[src/rtl/core/ptlf_pkg.sv]
// Shared constants, types and codes for the page table replacement block.
`timescale 1ns / 1ps
package ptlf_pkg;

    localparam int NUM_PAGES  = 64;
    localparam int NUM_FRAMES = 16;
    localparam int TIME_BITS  = 32;

    localparam int PAGE_W  = (NUM_PAGES > 1) ? $clog2(NUM_PAGES) : 1;
    localparam int FRAME_W = (NUM_FRAMES > 1) ? $clog2(NUM_FRAMES) : 1;
    localparam int LEN_W   = $clog2(NUM_FRAMES + 1);
    localparam int IDX_W   = (NUM_FRAMES > 1) ? $clog2(NUM_FRAMES) : 1;
    localparam int CNT_W   = 32;
    localparam int ADDR_W  = 4;

    typedef enum logic [1:0] {
        ST_UNUSED = 2'd0,
        ST_MEM    = 2'd1,
        ST_DISK   = 2'd2
    } page_status_t;

    typedef enum logic [1:0] {
        REG_POLICY = 2'd0,
        REG_PAGES  = 2'd1,
        REG_FRAMES = 2'd2
    } reg_index_t;

    typedef enum logic {
        POL_LRU  = 1'b0,
        POL_FIFO = 1'b1
    } policy_t;

    typedef enum logic [2:0] {
        S_IDLE,
        S_LOOK,
        S_VICT,
        S_LOAD,
        S_UPD,
        S_DONE
    } state_t;

    typedef struct packed {
        logic [1:0]           status;
        logic                 dirty;
        logic [FRAME_W-1:0]   frame;
        logic [TIME_BITS-1:0] atime;
        logic [TIME_BITS-1:0] ltime;
        logic [CNT_W-1:0]     rcnt;
        logic [CNT_W-1:0]     wcnt;
    } entry_t;

    typedef struct packed {
        logic              policy;
        logic [6:0]        pages_in_use;
        logic [4:0]        frames_in_use;
    } cfg_t;

    typedef struct packed {
        logic              rm_en;
        logic [PAGE_W-1:0] rm_page;
        logic              ins_front;
        logic              ins_back;
        logic [PAGE_W-1:0] ins_page;
    } order_op_t;

endpackage

[src/rtl/core/ptlf_cfg.sv]
// APB register file for policy, page count and frame count.
`timescale 1ns / 1ps
module ptlf_cfg
    import ptlf_pkg::*;
(
    input  logic              clk,
    input  logic              rst_n,
    input  logic              psel,
    input  logic              penable,
    input  logic              pwrite,
    input  logic [ADDR_W-1:0] paddr,
    input  logic [31:0]       pwdata,
    output logic [31:0]       prdata,
    output logic              pready,
    output cfg_t              cfg
);
    cfg_t cfg_reg;
    logic wr_en;

    assign pready = 1'b1;
    assign wr_en  = psel && penable && pwrite;
    assign cfg    = cfg_reg;

    always_ff @(posedge clk or negedge rst_n)
    begin
        if (!rst_n)
        begin
            cfg_reg.policy        <= POL_LRU;
            cfg_reg.pages_in_use  <= 7'd64;
            cfg_reg.frames_in_use <= 5'd16;
        end
        else if (wr_en && paddr[1:0] == 2'b00)
        begin
            unique case (reg_index_t'(paddr[3:2]))
                REG_POLICY: cfg_reg.policy        <= pwdata[0];
                REG_PAGES:  cfg_reg.pages_in_use  <= pwdata[6:0];
                REG_FRAMES: cfg_reg.frames_in_use <= pwdata[4:0];
                default:    ;
            endcase
        end
    end

    always_comb
    begin
        prdata = '0;
        if (paddr[1:0] == 2'b00)
        begin
            unique case (reg_index_t'(paddr[3:2]))
                REG_POLICY: prdata = {31'd0, cfg_reg.policy};
                REG_PAGES:  prdata = {25'd0, cfg_reg.pages_in_use};
                REG_FRAMES: prdata = {27'd0, cfg_reg.frames_in_use};
                default:    prdata = '0;
            endcase
        end
    end
endmodule

[config.mk]
export PLATFORM = sky130hd
export DESIGN_NAME = ptlf_cfg
export DESIGN_NICKNAME = d
export VERILOG_FILES = /design/src/rtl/core/ptlf_pkg.sv /design/src/rtl/core/ptlf_cfg.sv
export SDC_FILE = /design/constraint.sdc
export NUM_CORES = 1
export LEC_CHECK = 0
export ABC_AREA = 0
export BUFFER_PORTS_ARGS = -buffer_cell sky130_fd_sc_hd__buf_2
export CORE_ASPECT_RATIO = 0.8
export CORE_MARGIN = 3
export CORE_UTILIZATION = 36
export DETAILED_ROUTE_END_ITERATION = 12
export PLACE_DENSITY = 0.83
export SLEW_MARGIN = 15
export SYNTH_ARGS = -nofsm -noshare
export SYNTH_HDL_FRONTEND = slang
export SYNTH_SLANG_ARGS = --single-unit
export TNS_END_PERCENT = 50
[constraint.sdc]
create_clock -name clk -period 0.9 [get_ports clk]
set_input_delay 0 -clock clk [delete_from_list [all_inputs] [get_ports clk]]
set_output_delay 0 -clock clk [all_outputs]
set_load 0.005 [all_outputs]
# --- Word level (Yosys, flattened, before mapping) ---
# Cells that the tools add are included.
# Widths: inputs -> output; s select.
classes:
  n_addsub: 0
  mul: 0
  n_div: 0
  n_lt_le_gt_ge: 0
  n_eq_ne: 2
  n_shift: 0
  n_mux: 2
  bitwise: 0
  n_reduce_logical: 8
op_table:
  columns: ["cell", "count"]
  rows:
  - ["$pmux 7 s3", 1]
  - ["$mux 7", 1]
  - ["$reduce_and 2->1", 3]
  - ["$logic_not 2->1", 2]
  - ["$logic_and 1x1->1", 3]
  - ["$eq 2x1->1 const B", 1]
  - ["$eq 2x2->1 const B", 1]
word_totals:
  reg_bits: 13
  latchBits: 0
  mem_bits_rw: 0
  rom_bits: 0
  in_bits: 41
  output_inout_bits: 46
  elab_cells: 15
  mem_count: 0

# --- Logic depth before layout (Yosys ltp) ---
depth:
  ltp_word: 4
  ltp_mapped: 4
  mapped_depth_nobuf: 3

# --- Worst setup path after synthesis ---
# OpenSTA, ideal clock, no wires.
synth_path:
  path_type: "reg2out"
  startpoint: "reg cfg_reg, in the netlist cfg[5]"
  endpoint: "out prdata[0]"
  arrival_ns: 0.830
  t_required_ns: 0.900
  setup_slack_ns: 0.070
  path_stages_with_launch: 4
  path_buffers: 0
  cell_sequence: "dfrtp_1 mux2i_1 or2_2 a21oi_1"
synth_via:
  elab_chain_len: 2
synth_rtl:
  columns: ["element", "line", "text"]
  rows:
  - ["start, declared", "ptlf_cfg.sv:17", "cfg_t cfg_reg;"]
  - ["$pmux 7 s3", "ptlf_cfg.sv:48", "unique case (reg_index_t'(paddr[3:2]))"]
  - ["$mux 7", "ptlf_cfg.sv:46", "if (paddr[1:0] == 2'b00)"]
  - ["end, declared", "ptlf_cfg.sv:13", "output logic [31:0] prdata,"]
# Every way passes these cells.

# --- Worst setup path in the final report ---
# Same ends and word-level chain as after synthesis.

==> summary.txt <==
Outcome
  – Outcome: complete, but fails checks
  – Failing checks: setup timing

Detailed routing
  – DRT iter0 DRCs: 7
  – Via count: 676
  – DR WL/cell: 12.0 microns
  – Post-DRT Antenna Nets: 0
  – DRT Pass-1 Iters: 4
  – Post-DR vias/cell: 4.05
  – WL final: 2.01 mm
  – Drt drc: 0

Power and ir drop
  – IR drop worst, VDD: 0.805 mV
  – Clock power frac: 0.215
  – Power Dens Cells: 1270 mW/mm^2
  – Cell internal pwr: approximately 0.0012 W
  – Logic gate share of total power: 0.338
  – Seq pwr share: 0.447
  – Sw Share: 0.274
  – Switching pwr: approximately 0.00045 W
  – Leakage: 0.702 nW

Logic synthesis
  – Compound-Gate Fraction of Synth Area: 0.0389
  – Largest family of logic cells by synthesized area: buffers and inverters
  – Synth cell types: 20
  – Yosys Warn Count: 0
  – Synth Instances: 78
  – EDFF count, synth: 0
  – Register bit count reported by yosys: 13
  – Part of the Yosys area used for sequential elements: 0.364
  – Primary FF master, synth: dfrtp_1
  – Syn avg cell area: ~12 sq um
  – Mux cell area share after synthesis: 0.203
  – Cell Area, Synth: 901 sq um
  – Simple-gate share of the synthesized area: 0.157
  – Adder-Cell Fraction of Synth Area: 0
  – Post-synth ARST share: 1.00
  – Xor and xnor area share after synthesis: 0

STA
  – Tcrit/Tclk final: 1.26
  – Clk_skew: 0 ps
  – Final worst path period need: 1130 ps
  – # setup viols final: 17
  – Slew Viols, Final: 0
  – Endpoints failing hold: 0
  – Worst setup margin: -231 ps
  – RSZ-0062 raised after global routing: true
  – F_max: 0.884 GHz

Global route
  – Largest net degree at the start of global routing: 14
  – GR peak layer: met2
  – Overflow after GRT: 0
  – GRT Resource Usage Total: 0.133
  – Initial antenna violation count: 0
  – Grt met2 use: 0.221
  – Vias in the first global route: 665
  – Global-route wire length before repair: 3.02 mm
  – Grt met3 use: 0.0283
  – Met1 usage: 0.163

Final layout
  – Most frequent cells in the layout: buf_2 (27), conb_1 (26), buf_6 (15), dfrtp_1 (11)
  – Number of flip-flops in the largest register: 13
  – Design Area, Final: 0.00129 sq mm
  – # fillers: between 150 and 200
  – # diodes: 0
  – Share of cells above drive strength 1: 0.549
  – Commonest non-fill, non-tap cell in the layout: buf_2
  – Nets: approximately 180
  – Multi-input gate area: slightly below 500 sq um
  – Post-Layout Cell Count: 167
  – Storage cell area: between 300 and 400 sq um
  – Area growth syn-to-layout: 43.7%

Placed design
  – Area after DPL: 0.00103 sq mm
  – Placer Congestion: 0.735
  – Post-DP HPWL: 1.53 mm
  – Port bufs: 35
  – # placed instances: between 100 and 150

Critical path
  – Worst reg2reg path depth: 3
  – WS Path Type: register to output pin
  – Max FO, Critical Path: 2
  – CP Data Required Time: about 900 ps
  – Largest stage delay on the critical path: 350 ps
  – Crit. End Element: output pin
  – Critical Path, Cell by Cell: mux2i_1 > or2_4 > a21oi_2 > buf_2
  – Critical path startpoint category: register
  – Slowest stage cell, crit path: dfrtp_1
  – Critical Path AT: 1130 ps
  – Worst reg2reg setup slack: -90 ps

CTS
  – Worst skew pair latency: 260 ps
  – Cts bufs inserted: 3
  – Root buffer cell: clkbuf_4
  – Worst-path clk slew: roughly 80 ps
  – CTS Buffer Depth: 2
  – CTS tree: done
  – Sink Count: 13
  – H-tree Lvls: 1

Floorplanning
  – Die height: 50.7 microns
  – Die span in x: slightly above 60 microns
  – Io pins: 87
  – Die area: 0.00314 sq mm
  – Cell Rows: 15
  – Starting density of the core: 0.397
  – Core ar.: 0.00227 sq mm

Worst hold path
  – Min-Delay Path Class: input pin to async pin

Flow run
  – Number of max-cap violations: 0
[cell type report]
class,instances,area share
Sequential cell,13,0.253
Clock buffer,4,0.0203
Timing Repair Buffer,54,0.320
Tap cell,34,0.0329
Multi-Input combinational cell,62,0.374
[cells in the mapped netlist, types with 2 or more instances]
cell / number / area, sq um
conb_1: 2 / 7.51
dfrtp_1: 11 / 275
nor2_1: 5 / 18.8
dfstp_2: 2 / 52.6
and3_2: 3 / 22.5
or2_2: 2 / 12.5
a22oi_1: 4 / 30.0
buf_4: 26 / 195
nand3_4: 2 / 35.0
mux2_1: 5 / 56.3
mux2_4: 7 / 105
[metal layers]
layer | wire length, microns | vias to the layer above
li1 | - | 320
met1 | 885 | 309
met2 | 954 | 45
met3 | 160 | 2
met4 | 10 | 0
met5 | 0 | -
[cell families after synthesis]
| kind of cell | Yosys count |
|---|---|
| simple gates | 17 |
| flops | 13 |
| other cells | 2 |
| compound gates | 5 |
| buf+inv | 27 |
| mux | 14 |
[power groups by stage]
| stage | logic (W) | clock network (W) | registers (W) |
|---|---|---|---|
| 6_report | 0.000555 | 0.000353 | 0.000735 |
| 5_1_grt | 0.000609 | 0.000383 | 0.000745 |
| 4_1_cts | 0.000482 | 0.000372 | 0.000727 |
| 3_5_place_dp | 0.000364 | 0 | 0.000740 |
| 3_3_place_gp | 0.000356 | 0 | 0.000738 |
| 2_1_floorplan | 0.000254 | 0 | 0.000740 |
[stage by stage]
step	util	power [W]	hold WS (ps)	worst slack [ps]	setup TNS, ps
final	0.570	0.00164	140	-231	-1510
after CTS	0.540	0.00158	136	-280	-1340
after detailed placement	0.455	0.00110	-95.9	-78.6	-730
after global placement	0.455	0.00109	-108	-56.1	-432
after global routing	0.570	0.00174	161	-301	-2140
after floorplan	-	0.000994	-296	70.3	0
[path summary, 6_finish.rpt]
path                               startpoint                   to
setup / recovery           cfg[5]$_DFFE_PN0P_            prdata[0]
hold / removal                          rst_n   cfg[2]$_DFFE_PN0P_
setup reg to reg           cfg[5]$_DFFE_PN0P_   cfg[5]$_DFFE_PN0P_
hold reg to reg            cfg[0]$_DFFE_PN0P_   cfg[0]$_DFFE_PN0P_
max in group asynchronous               rst_n  cfg[11]$_DFFE_PN1P_
min in group clk                     paddr[2]  cfg[12]$_DFFE_PN0P_
[timing repair]
item,4_1_cts,5_1_grt
resized for setup,12,10
pin swaps,3,2
hold buffers,8,0
buffers inserted,4,3
endpoints found under the setup margin,11,16
hold endpoints to repair,26,0
[critical path: cells and delay by family, from the launching register on]
| kind | cells | cell delay (ps) |
|---|---|---|
| flops | 1 | 350 |
| simple gates | 1 | 220 |
| buf+inv | 1 | 120 |
| compound gates | 1 | 100 |
| mux | 1 | 70 |
Note: power is estimated with default switching activity, not from simulation.
