`src/rtl/core/ptlf_ram.sv`:
```
// Generic single-port-write, registered-read RAM.
`timescale 1ns / 1ps
module ptlf_ram #(
    parameter int WIDTH = 8,
    parameter int DEPTH = 16
) (
    input  logic                             clk,
    input  logic                             we,
    input  logic [$clog2(DEPTH)-1:0]         waddr,
    input  logic [WIDTH-1:0]                 wdata,
    input  logic [$clog2(DEPTH)-1:0]         raddr,
    output logic [WIDTH-1:0]                 rdata
);
    logic [WIDTH-1:0] mem [DEPTH];

    always_ff @(posedge clk)
    begin
        if (we)
        begin
            mem[waddr] <= wdata;
        end
        rdata <= mem[raddr];
    end
endmodule

```
`config.mk`:
```
export PLATFORM = sky130hd
export DESIGN_NAME = ptlf_ram
export DESIGN_NICKNAME = d
export VERILOG_FILES = /design/src/rtl/core/ptlf_ram.sv
export SDC_FILE = /design/constraint.sdc
export NUM_CORES = 1
export LEC_CHECK = 0
export ABC_AREA = 1
export BUFFER_PORTS_ARGS = -buffer_cell sky130_fd_sc_hd__buf_4
export CORE_ASPECT_RATIO = 1.1
export CORE_MARGIN = 1
export CORE_UTILIZATION = 45
export DETAILED_ROUTE_END_ITERATION = 10
export PLACE_DENSITY = 0.68
export SETUP_SLACK_MARGIN = 0.4
export SLEW_MARGIN = 20
export SYNTH_ARGS = -nofsm -noshare
export SYNTH_HDL_FRONTEND = slang
export SYNTH_SLANG_ARGS = --single-unit
```
`constraint.sdc`:
```
create_clock -name clk -period 1.91 [get_ports clk]
set_input_delay 0 -clock clk [delete_from_list [all_inputs] [get_ports clk]]
set_output_delay 0 -clock clk [all_outputs]
set_load 0.1 [all_outputs]
```
# Yosys cells after proc, flatten, opt, wreduce, memory -nomap -nowiden
# Memories as Yosys holds them, arrays and structs flattened. A register that Yosys moved wholly into a read port is not among the register bits.
# Cells that the tools add are included.
# op_classes
n_mux	2
shift	0
n_addsub	0
mul	0
magnitude_cmp	0
div_mod_pow	0
bitwise	0
n_reduce_logical	0
n_eq_ne	0
# ops
op	count
2-to-1 mux 1 bit	2
# totals
mem_bits_ro	0
latchBits	0
wordCells	3
memories	1
ff_bits	0
ramBits	128
inputBits	18
out_inout_bits	8
# memory_table
name	depth	word_bits	rd	rd_clocked_by_memory_dff	wr	line	text
mem	16	8	1	1	1	14	logic [WIDTH-1:0] mem [DEPTH];

# Longest topological paths before layout
# Gate-level depths: netlist (run 1).
# logic_depth
ltp_word	2
ltp_mapped	8
depth_no_buf	7

# Worst setup path before layout (run 1)
# OpenSTA, ideal clock, no wires.
# synth_timing
path_kind	input to register
from	input port waddr[2]
to	memory mem[10][0] (enable)
required_time_ns	1.540
t_arrival_ns	0.581
setup_ns	0.370
stages	2
path_slack_ns	0.959
n_path_buf	0
cell_sequence	nand3b_1 nor2_1
# synth_rtl
element	line	text
from (decl)	9	input logic [$clog2(DEPTH)-1:0] waddr,
to (decl)	14	
# Straight into the memory's write port.

# Final worst setup path (run 1)
# layout_timing
from	register rdata[4] (read register of mem)
to	output port rdata[4]
# layout_rtl
element	line	text
from (decl)	12	output logic [WIDTH-1:0] rdata
# No word-level cell between the ends.

==> metrics.csv, run 1 <==
metric,value,unit
power.switching_fraction,0.230,
power.density_cell_area,1030,nW/µm²
area.growth.synth_to_final,16.6,%
hold_viol,0,
postRouteWirelength,12.5,mm
ant_nets,0,
worst-endpoint-required,1.91,ns
worst_margin_slew,0.917,ns
timing_worst_setup_path_type,flop to primary output,
post_layout_nonfiller_instances,763,
buffer_ports.inserted,25,
grt_overflow_total,0,
grt_start_max_net_pins,35,
endpoint_kind_of_the_worst_setup_timing_path,primary output,
wl_met2,6.07,mm
vias,3855,
intPower,5.35,mW
hold_path_class,input port to flop,
cp-start-kind,flop,
clk_transition_reported_paths,0.06,ns
sequentialPowerShare,0.483,
grt_pass1_wl,19.5,mm
final.setup.tns,0,ns
cts-root-to-sink-buffers,2,
wl_per_cell,16.4,µm
p_leak,2.91,nW
initialDrtViolationCount,364,
core_area,12500,µm²
cts_resized,0,
start_util,0.460,
data_arrival_critical_path,1.10,ns
max-slew-margin-rel,0.386,
io_pins,26,
run_status,finished with violations,
dp_hpwl,7.66,mm
h_tree_level_count,4,
cts_sinks,136,
cts_made_buffers,17,
remaining_drc_errors,1,
wl_met1,5.20,mm
synthesis.instances,551,
clkLatencyLatePin,0.41,ns
drt_pass1_iterations,8,
floorplan.die.width,110,µm
tritoncts,done,
synth_top_area_cell,edfxtp_1,
number_of_failing_setup_endpoints_in_the_final_timing_report,0,
max-vdd-ir-drop,585,µV
synth-seq-cells,136,
synth_fp_nets,569,
number_of_global_route_vias_before_repair,3602,
finalWeightedCongestion,0.811,
floorplan.rows,43,
grt_usage,0.206,
crit_path_top_delay_cell,dfxtp_1,
power_switching,1.60,mW
final.min_clock_period,1.10,ns
path_max_fanout,1,
final_period_util,0.576,
diodes,0,
power.combinational.fraction,0.081,
met3WireLength,804,µm
grt_setup_unrepaired,no,
placed_cells_incl_taps,722,
power_frac_clock,0.436,
post_drt_via_cell_ratio,5.05,
maxCapViolations,0,
violations,DRC,
final-max-slew-violation-count,0,
synth.yosys.seq_area_share,0.694,
post_route_cells_drive_above_1_share,0.112,
worstPathBufferInverterCount,1,
synthesis.area,5770,µm²
max_freq,0.910,GHz
crit_chain,buf_4,
dieArea,13300,µm²
netlist.area_leader.share,0.667,
syn_avg_cell_area,10.5,µm²
netlist_top_cells_area,"edfxtp_1, nand2_1, nand3_1",
antenna_found_initial,0,
skew_final,0.00741,ns
post_synth_num_cell_types,12,
fin_nets,611,
yosysWarnings,0,
top_signal_layer_used,met4,
critical-path-top-delay-family,flip-flops,
cts.root.buffer_cell,clkbuf_16,
die_y,121,µm
worst_path_largest_cell_delay,0.37,ns
layer usage:
metal / vias to the layer above / GRT usage
li1: 1857 / -
met1: 1806 / 0.272
met5: - / 0
met2: 165 / 0.323
met4: 0 / 0.0967
met3: 27 / 0.0453
metrics by stage:
stage | area, µm² | power (mW) | utilization | hold slack [ns] | setup slack [ns]
after floorplan | 5770 | 3.79 | - | 0.0989 | 0.959
after global placement | 6080 | 3.96 | 0.485 | 0.334 | 0.472
after detailed placement | 6080 | 3.97 | 0.485 | 0.330 | 0.415
after CTS | 6720 | 6.97 | 0.536 | 0.0263 | 0.810
after global routing | 6720 | 7.16 | 0.536 | 0.0376 | 0.735
final | 6720 | 6.95 | 0.536 | 0.0357 | 0.811
power by group through the flow:
stage	logic [mW]	registers, mW	clock network, mW
2_1_floorplan	0.235	3.56	0
3_3_place_gp	0.546	3.42	0
3_5_place_dp	0.552	3.42	0
4_1_cts	0.569	3.36	3.04
5_1_grt	0.611	3.36	3.19
6_report	0.566	3.36	3.03
cells in the final DEF (no fill, tap or decap):
| cell type | n |
|---|---|
| edfxtp_1 | 128 |
| inv_1 | 100 |
| buf_4 | 38 |
| clkinvlp_4 | 2 |
| clkinv_2 | 5 |
| dlygate4sd3_1 | 9 |
| nor2_1 | 17 |
| clkinv_1 | 2 |
| inv_2 | 2 |
| clkbuf_8 | 3 |
| nand3b_1 | 2 |
| nand3_1 | 97 |
| dfxtp_1 | 8 |
| nand2_1 | 173 |
| clkbuf_1 | 2 |
| clkbuf_16 | 17 |
| bufinv_16 | 1 |
final timing paths:
check | from | endpoint | slack (ns) | cells past startpoint
min | raddr[2] | rdata[6]$_DFF_P_ | 0.04 | 4
min reg2reg | mem[14][6]$_DFFE_PP_ | rdata[6]$_DFF_P_ | 0.67 | 6
max | rdata[4]$_DFF_P_ | rdata[4] | 0.81 | 1
max reg2reg | mem[1][7]$_DFFE_PP_ | rdata[7]$_DFF_P_ | 0.83 | 6
layout make-up:
type / instances / area [µm²]
Clock buffer: 22 / 474
Multi-Input combinational cell: 289 / 1210
Inverter: 102 / 383
Tap cell: 157 / 196
Clock inverter: 10 / 77.6
Timing Repair Buffer: 47 / 375
Fill cell: 1057 / 5810
Sequential cell: 136 / 4000
synth_stat cells:
master / number
inv_2: 2
nand2_1: 173
nand3_1: 97
buf_2: 13
nand3b_1: 2
inv_1: 100
edfxtp_1: 128
buf_6: 6
buf_4: 4
dfxtp_1: 8
nor2_1: 17
buf_1: 1
worst reg2reg max path: stages (launching register included):
cell and delay (ns):
edfxtp_1 0.36, inv_1 0.06, nand2_1 0.05, nand3_1 0.09, nand3_1 0.16, nand3_1 0.19, nand2_1 0.07
timing repair:
action                    CTS  global route
hold endpoints to repair  135             0
hold buffers                9             0
buffers inserted            0             0
state kept, by name, indices dropped and copies added (netlist names):
name,count
mem,128
rdata,8
cells by family (layout without fill, tap and decap cells):
family	Yosys count	after routing	synth area share
buffers and inverters	126	181	0.0952
AND/OR/NAND/NOR	289	289	0.210
flip-flops	136	136	0.694
No activity file was read; power rests on OpenSTA's default activity.
==> run 2: changes to the inputs <==
--- a/config.mk
+++ b/config.mk
@@ -5,13 +5,13 @@
 export SDC_FILE = /design/constraint.sdc
 export NUM_CORES = 1
 export LEC_CHECK = 0
-export ABC_AREA = 1
+export ABC_AREA = 0
 export BUFFER_PORTS_ARGS = -buffer_cell sky130_fd_sc_hd__buf_4
 export CORE_ASPECT_RATIO = 1.1
 export CORE_MARGIN = 1
 export CORE_UTILIZATION = 45
 export DETAILED_ROUTE_END_ITERATION = 10
-export PLACE_DENSITY = 0.68
+export PLACE_DENSITY = 0.69
 export SETUP_SLACK_MARGIN = 0.4
 export SLEW_MARGIN = 20
 export SYNTH_ARGS = -nofsm -noshare
==> constraint.sdc (replaced) <==
create_clock -name clk -period 1.04 [get_ports clk]
set_input_delay 0 -clock clk [delete_from_list [all_inputs] [get_ports clk]]
set_output_delay 0 -clock clk [all_outputs]
set_load 0.1 [all_outputs]
==> metrics.csv, run 2 <==
metric,value,unit,change
remaining_drc_errors,0,,was 1
most_common_cell_after_layout_fill_and_taps_aside,edfxtp_1,,was nand2_1
r2r_setup_slack,-0.30,ns,was 0.83 ns
synthesis.area,5150,µm²,was 5770 µm²
worst-endpoint-required,1.34,ns,was 1.91 ns
power.combinational.fraction,0.083,,was 0.081
placedInstanceArea,6080,µm²,about the same
setup_slack,-0.297,ns,was 0.811 ns
synth.mux.area_fraction,0.150,,was 0
tritoncts,done,,unchanged
clk_transition_reported_paths,0.05,ns,was 0.06 ns
crit_chain,"mux4_2, a22oi_2, buf_4, nand2_2",,was buf_4
yosysWarnings,0,,unchanged
dp_hpwl,6.50,mm,was 7.66 mm
buffer_ports.inserted,25,,unchanged
io_pins,26,,unchanged
endpoint_kind_of_the_worst_setup_timing_path,flop,,was primary output
final.min_clock_period,1.34,ns,
data_arrival_critical_path,1.64,ns,was 1.10 ns
final_cell_mix,"edfxtp_1, mux4_2, buf_12",,"was nand2_1, edfxtp_1, inv_1"
worst-r2r-cell-count,4,,was 6
min_delay_path_depth,3,,was 4
main_combinational_cell_family_by_area_after_synthesis,multiplexers,,was simple AND/OR/NAND/NOR gates
maxCapViolations,0,,unchanged
h_tree_level_count,4,,unchanged
grt_setup_unrepaired,yes,,was no
final_period_util,1.29,,
power.switching_fraction,0.202,,was 0.230
synth_fp_nets,247,,was 569
worstPathBufferInverterCount,1,,unchanged
grt_start_max_net_pins,17,,was 35
max_freq,0.748,GHz,
skew_final,0.00954,ns,was 0.00741 ns
final-max-slew-violation-count,0,,unchanged
path_max_fanout,1,,unchanged
diodes,0,,unchanged
grt_usage,0.194,,was 0.206
synth-adder-area-share,0,,unchanged
cts-root-to-sink-buffers,2,,unchanged
largest_register_ff_count,128,,unchanged
critical-path-top-delay-family,multiplexers,,was flip-flops
power.density_cell_area,2030,nW/µm²,was 1030 nW/µm²
worst_margin_slew,0.787,ns,was 0.917 ns
max-vdd-ir-drop,1040,µV,was 585 µV
cp-start-kind,flop,,unchanged
initialDrtViolationCount,179,,was 364
wl_per_cell,22.0,µm,was 16.4 µm
synth_top_area_cell,edfxtp_1,,unchanged
grt_overflow_total,0,,unchanged
grt_pass1_wl,15.8,mm,was 19.5 mm
yosys.area_share.xor_xnor,0,,unchanged
post_synth_num_cell_types,19,,was 12
hold_end,mem[12][6]$_DFFE_PP_,,was rdata[6]$_DFF_P_
power_frac_clock,0.482,,was 0.436
ys.flop_type,edfxtp_1,,unchanged
count_leader_synth,edfxtp_1,,was nand2_1
r2r_end,rdata[4]$_DFF_P_,,was rdata[7]$_DFF_P_
timing_worst_setup_path_type,flop to flop,,was flop to primary output
synth-seq-cells,136,,unchanged
floorplan.die.width,104,µm,was 110 µm
cts_made_buffers,17,,unchanged
syn_avg_cell_area,22.5,µm²,was 10.5 µm²
start_util,0.468,,was 0.460
ant_nets,0,,unchanged
clkLatencyLatePin,0.42,ns,was 0.41 ns
fin_nets,327,,was 611
core_area,11000,µm²,was 12500 µm²
top_regs,"mem x128, rdata x8",,unchanged
number_of_global_route_vias_before_repair,2732,,was 3602
synth.yosys.seq_area_share,0.778,,was 0.694
die_y,114,µm,was 121 µm
hold_path_class,input port to flop,,unchanged
sequentialPowerShare,0.435,,was 0.483
netlist_top_cells_area,"edfxtp_1, mux4_2, mux4_1",,"was edfxtp_1, nand2_1, nand3_1"
max-slew-margin-rel,0.473,,was 0.386
run_status,finished with violations,,unchanged
synthesis.instances,229,,was 551
netlist.area_leader.share,0.747,,was 0.667
violations,setup timing,,was DRC
number_of_failing_setup_endpoints_in_the_final_timing_report,8,,was 0
post_drt_via_cell_ratio,5.47,,was 5.05
postRouteWirelength,10.3,mm,was 12.5 mm
worst_path_largest_cell_delay,0.52,ns,was 0.37 ns
power_switching,2.88,mW,was 1.60 mW
synth_top_cells_by_count,"edfxtp_1, mux4_2, a22oi_1",,"was nand2_1, edfxtp_1, inv_1"
async_reset_ff_frac,0,,unchanged
finalCoreUtilization,0.638,,was 0.536
crit_path_top_delay_cell,mux4_2,,was dfxtp_1
synth_edf_count,128,,unchanged
finalInstanceArea,7020,µm²,was 6720 µm²
vias,2565,,was 3855
hold_viol,0,,unchanged
hold_path.startpoint,waddr[1],,was raddr[2]
area.growth.synth_to_final,36.4,%,was 16.6%
yosys.area_share.simple,0.0318,,was 0.210
largest_register,mem,,unchanged
antenna_found_initial,0,,unchanged
drt_pass1_iterations,4,,was 8
synthesized_area_fraction_occupied_by_ao_oa_aoi_and_oai_cells,0.0233,,was 0
p_leak,2.36,nW,was 2.91 nW
cts.root.buffer_cell,clkbuf_16,,unchanged
finalWeightedCongestion,0.749,,was 0.811
timing.rr.start,mem[7][4]$_DFFE_PP_,,was mem[1][7]$_DFFE_PP_
post_route_cells_drive_above_1_share,0.488,,was 0.112
cts_sinks,136,,unchanged
placement_stage_worst_setup_slack,-0.405,ns,was 0.415 ns
intPower,11.4,mW,was 5.35 mW
floorplan.rows,40,,was 43
dieArea,11900,µm²,was 13300 µm²
-- run 2: changes by cell type after synthesis, sizes merged, moves of 2 or more --
cell           delta
buf              -17
nand3            -96
nand2           -164
clkdlybuf4s25     +3
nor2              -4
nand2b            +2
mux4             +32
a22oi            +16
nor3              +4
inv             -102
-- run 2: what timing repair did --
| action | 4_1_cts | 5_1_grt |
|---|---|---|
| setup endpoints to repair | 112 | 83 |
| setup buffers | 2 | 0 |
| pin swaps | 3 | 3 |
| hold buffers | 8 | 0 |
| resized for setup | 43 | 2 |
| endpoints found under the hold margin | 128 | 0 |
-- run 2: cell families (layout without fill, tap and decap cells) --
group	Yosys count	count (layout)
compound gates	16	16
mux	32	32
buf+inv	10	103
flops	136	136
simple gates	35	35
-- run 2: cell type report --
cell class | instances | area, µm²
clock inverter | 15 | 255
multi-input combinational | 83 | 1190
tap | 147 | 184
sequential | 136 | 4010
clock buffer | 17 | 425
timing repair buffer | 71 | 955
fill | 761 | 3990
-- run 2: how the worst max path moves through the flow --
stage	from	end	slack, ns	depth (start not counted)
floorplan	mem[3][0]$_DFFE_PP_	rdata[0]$_DFF_P_	-0.09	3
global placement	raddr[0]	rdata[6]$_DFF_P_	-0.40	6
detailed placement	raddr[0]	rdata[6]$_DFF_P_	-0.41	6
CTS	mem[7][4]$_DFFE_PP_	rdata[4]$_DFF_P_	-0.31	4
global route	mem[3][4]$_DFFE_PP_	rdata[4]$_DFF_P_	-0.34	4
finish	mem[7][4]$_DFFE_PP_	rdata[4]$_DFF_P_	-0.30	4
-- run 2: power by group through the flow --
stage | clock network, mW | registers, mW | logic (mW)
finish | 6.86 | 6.20 | 1.18
global route | 7.16 | 6.20 | 1.24
CTS | 6.93 | 6.20 | 1.19
detailed placement | 0 | 6.28 | 1.04
global placement | 0 | 6.27 | 1.03
floorplan | 0 | 6.54 | 0.358
-- run 2: routing by layer --
metal	share of wire	GRT usage	up-vias	wire length (µm)
li1	-	-	1125	-
met1	0.40	0.229	1343	4080
met2	0.53	0.332	80	5500
met3	0.048	0.0592	17	495
met4	0.021	0.0886	0	221
met5	0	0	-	0
-- run 2: metrics by stage --
stage                     TNS, ns  instances  power [mW]  hold WS [ns]
after floorplan             -1.43        229        6.89        0.0989
after global placement     -12.54        427        7.30         0.306
after detailed placement   -13.07        427        7.32         0.314
after CTS                   -2.02        469        14.3         0.129
after global routing        -2.37        469        14.6         0.139
final                       -2.00        469        14.2         0.139
-- run 2: worst min-delay path, stage by stage --
cell and delay (ns):
buf_4 0.19, nor3_4 0.06, buf_12 0.14
